==> src/design/via_div_stage.sv <==
// ----------------------------------------------------------------------------
// via_div_stage
// One registered restoring-division step group (STEPS quotient bits).
// ----------------------------------------------------------------------------
module via_div_stage #(
    parameter int W     = 64,
    parameter int STEPS = 8
) (
    input  logic         clk,
    input  logic         en,
    input  logic [W-1:0] rem_in,
    input  logic [W-1:0] quo_in,
    input  logic [W-1:0] den_in,
    output logic [W-1:0] rem_reg,
    output logic [W-1:0] quo_reg
);
    logic [W-1:0] rem_next;
    logic [W-1:0] quo_next;
    logic [W:0]   trial;
    logic         bit_in;

    always_comb
    begin
        rem_next = rem_in;
        quo_next = quo_in;
        trial    = '0;
        bit_in   = 1'b0;
        for (int i = 0; i < STEPS; i++)
        begin
            // next dividend bit comes off the top of the quotient register
            bit_in   = quo_next[W-1];
            trial    = {rem_next, bit_in} - {1'b0, den_in};
            quo_next = {quo_next[W-2:0], ~trial[W]};
            if (!trial[W])
                rem_next = trial[W-1:0];
            else
                rem_next = {rem_next[W-2:0], bit_in};
        end
    end

    always_ff @(posedge clk)
    begin
        if (en)
        begin
            rem_reg <= rem_next;
            quo_reg <= quo_next;
        end
    end
endmodule

==> config.mk <==
export PLATFORM = sky130hd
export DESIGN_NAME = via_div_stage
export DESIGN_NICKNAME = d
export VERILOG_FILES = /design/src/design/via_div_stage.sv
export SDC_FILE = /design/constraint.sdc
export NUM_CORES = 2
export LEC_CHECK = 0
export ABC_AREA = 1
export BUFFER_PORTS_ARGS = -buffer_cell sky130_fd_sc_hd__clkbuf_2
export CAP_MARGIN = 25
export CORE_UTILIZATION = 50
export DETAILED_ROUTE_END_ITERATION = 16
export GPL_TIMING_DRIVEN = 0
export PLACE_DENSITY_LB_ADDON = 0.1
export SLEW_MARGIN = 20
export SYNTH_ARGS = -nofsm -noshare
export SYNTH_HDL_FRONTEND = slang
export SYNTH_SLANG_ARGS = --single-unit
==> constraint.sdc <==
create_clock -name clk -period 24.3 [get_ports clk]
set_clock_uncertainty 0.2 [all_clocks]
set_input_delay 2.43 -clock clk [delete_from_list [all_inputs] [get_ports clk]]
set_output_delay 2.43 -clock clk [all_outputs]
set_load 0.005 [all_outputs]
==> results.py <==
metrics = {
    "critical_path": {
        "path_common_cell": "buf_4",
        "endpoint_kind": "register",
        "worst_setup_path_start_kind": "input port",
        "critPathRequiredTime_ps": 24350,
        "slowest_delay_ps": 520,
        "cp_slowest_cell": "a21boi_0",
        "path_class": "input port to register",
        "path_max_fanout": 10,
        "worstPathArrival_ps": 24450,
    },
    "die": {
        "start_util": 0.505,
        "core-area_um2": 82000,
        "die_height_um": 290,
        "die_x_um": 290,
        "dieArea_um2": 83900,
        "std_cell_rows": 105,
        "io_pins": 322,
    },
    "clock_network": {
        "cts_buffers": 17,
        "path_clk_slew_ps": 80,
        "cts_hold_buf": 0,
        "root_buffer": "clkbuf_16",
        "clock_sink_count": 128,
        "htreeDepth": 4,
        "cts_tree": "done",
        "cts.path.max_buffers": 2,
    },
    "cells_and_area": {
        "multi_input_area_um2": 38000,
        "final_cell_area_um2": 56000,
        "final_cell_count_no_fill": 8953,
        "seqCellArea_um2": 3840,
        "fill_cells": 7162,
        "syn_to_final_growth_pct": 35.2,
        "drive_above_1_share": 0.258,
        "finalNetCount": 8583,
    },
    "global_routing": {
        "grt_busiest_layer": "met2",
        "grt_pass1_vias": 48800,
        "grt_pass1_wl_um": 274000,
        "antenna_found_initial": 1,
        "grt_use_met1": 0.497,
        "grt.total_usage": 0.430,
        "grt_max_degree": 96,
        "met2_usage": 0.699,
        "grt.overflow.total": 0,
        "grtUsageMet3": 0.0727,
    },
    "sta": {
        "final.setup.worst_slack_ps": -105,
        "relSlewSlack": 0.340,
        "fin_tns_setup_ps": -426,
        "setup_viol": 23,
        "tightest_slew_ps": 984,
        "period_needed_ps": 24410,
        "fmax_mhz": 41.0,
        "final-hold-violation-count": 0,
        "fin_crit_sh": 1.00,
        "drv_slew": 0,
    },
    "route": {
        "ant_nets": 0,
        "route.detailed.drc": 0,
        "drtPass1Iterations": 9,
        "route.vias.total": 52900,
        "via_per_inst": 5.91,
        "first_iter_violations": 4817,
        "wire_per_inst_um": 22.1,
        "detail_route.wirelength_um": 198000,
    },
    "synthesis": {
        "syn_area_per_cell_um2": 5.94,
        "post-synth-top-area-cell": "nand2_1",
        "yosys_warnings": 0,
        "synth_seq_cells": 128,
        "ys_seq_area_frac": 0.0929,
        "synth_edf_count": 128,
        "ys_types": 65,
        "syn_inst": 6973,
        "synth_nets": 7687,
        "synth_area_leaders": "nand2_1 (16%), ha_1 (15%), edfxtp_1 (9.3%), inv_1 (8.9%), a21oi_1 (8.5%)",
        "async_flop_share": 0,
        "syn_area_um2": 41400,
        "synth_top_area_frac": 0.159,
        "ys.flop_type": "edfxtp_1",
    },
    "place": {
        "dpl.hpwl_um": 144000,
        "post-place-cells": 8365,
        "dpl_worst_slack_ps": -10590,
        "numPortBuffers": 321,
        "routabilityCongestion": 1.07,
        "place_area_um2": 44400,
    },
    "status": {
        "violations": "setup timing",
        "run_status": "finished, violations left",
    },
    "run": {
        "maxCapViolCount": 0,
    },
    "worst_hold_path": {
        "hold_class": "input port to register",
    },
}
==> what timing repair did <==
| action | 4_1_cts | 5_1_grt |
|---|---|---|
| pin swaps | 192 | 272 |
| resized for setup | 871 | 666 |
| setup endpoints to repair | 67 | 65 |
| buffers inserted | 349 | 194 |
| gates cloned | 7 | 10 |
==> area by class of cell <==
class                           count  area share
Buffer                            116      0.0295
Timing Repair Buffer              882       0.116
Inverter                         1010      0.0730
Clock buffer                       17     0.00760
Tap cell                         1070      0.0239
Antenna cell                        1   0.0000447
Clock inverter                     15     0.00293
Sequential cell                   128      0.0687
Multi-Input combinational cell   5714       0.678
==> cells by family (layout without fill, tap and decap cells) <==
logic type / Yosys count / after routing / share of synthesized area
DFF: 128 / 128 / 0.0929
and+or+nand+nor: 2937 / 2937 / 0.296
xor gates and xnor gates: 478 / 478 / 0.101
AOI/OAI and AO/OA: 1779 / 1779 / 0.241
adders and majority gates: 520 / 520 / 0.159
other: 0 / 1 / 0
buffers and inverters: 1131 / 2040 / 0.110
==> layer usage <==
metal / vias to the layer above / share of wire
met1: 24100 / 0.37
met3: 840 / 0.092
met5: - / 0
met4: 0 / 0.10
li1: 25200 / -
met2: 2783 / 0.44
==> synth_stat cells (65+ instances only) <==
library cell / n
a21oi_1: 704
a31oi_1: 157
edfxtp_1: 128
ha_1: 512
inv_1: 982
nand2_1: 1752
nand3_1: 251
nor2_1: 662
nor3_1: 65
o21ai_0: 582
xnor2_1: 227
xor2_1: 251
==> cell usage in the layout, fill, tap and decap left out, types with 150 or more instances in the layout <==
master,instances
nand2_1,1613
inv_1,883
nor2_1,625
a21oi_1,575
buf_4,519
o21ai_0,360
ha_1,354
clkbuf_2,315
xor2_1,251
nand3_1,233
xnor2_1,226
o21ai_2,150
==> stage by stage <==
stage | hold slack [ps] | util
2_1_floorplan | 2330 | -
3_3_place_gp | 2410 | 0.541
3_5_place_dp | 2410 | 0.541
4_1_cts | 1870 | 0.628
5_1_grt | 1900 | 0.683
6_report | 1890 | 0.683
==> worst max-delay path, delay by kind of cell <==
family / cells / cell delay (ps)
buf+inv: 45 / 5660
compound gates: 38 / 7990
fa+ha+maj: 8 / 2460
simple gates: 49 / 5240
xor+xnor: 4 / 620
==> worst paths after layout <==
kind	end	cells after the start	from
max	rem_reg[4]$_DFFE_PP_	144	den_in[19]
min	quo_reg[13]$_DFFE_PP_	1	quo_in[5]
Power is not shown: default switching activity piles up to over one toggle a cycle in this logic, so the estimate is an artifact.
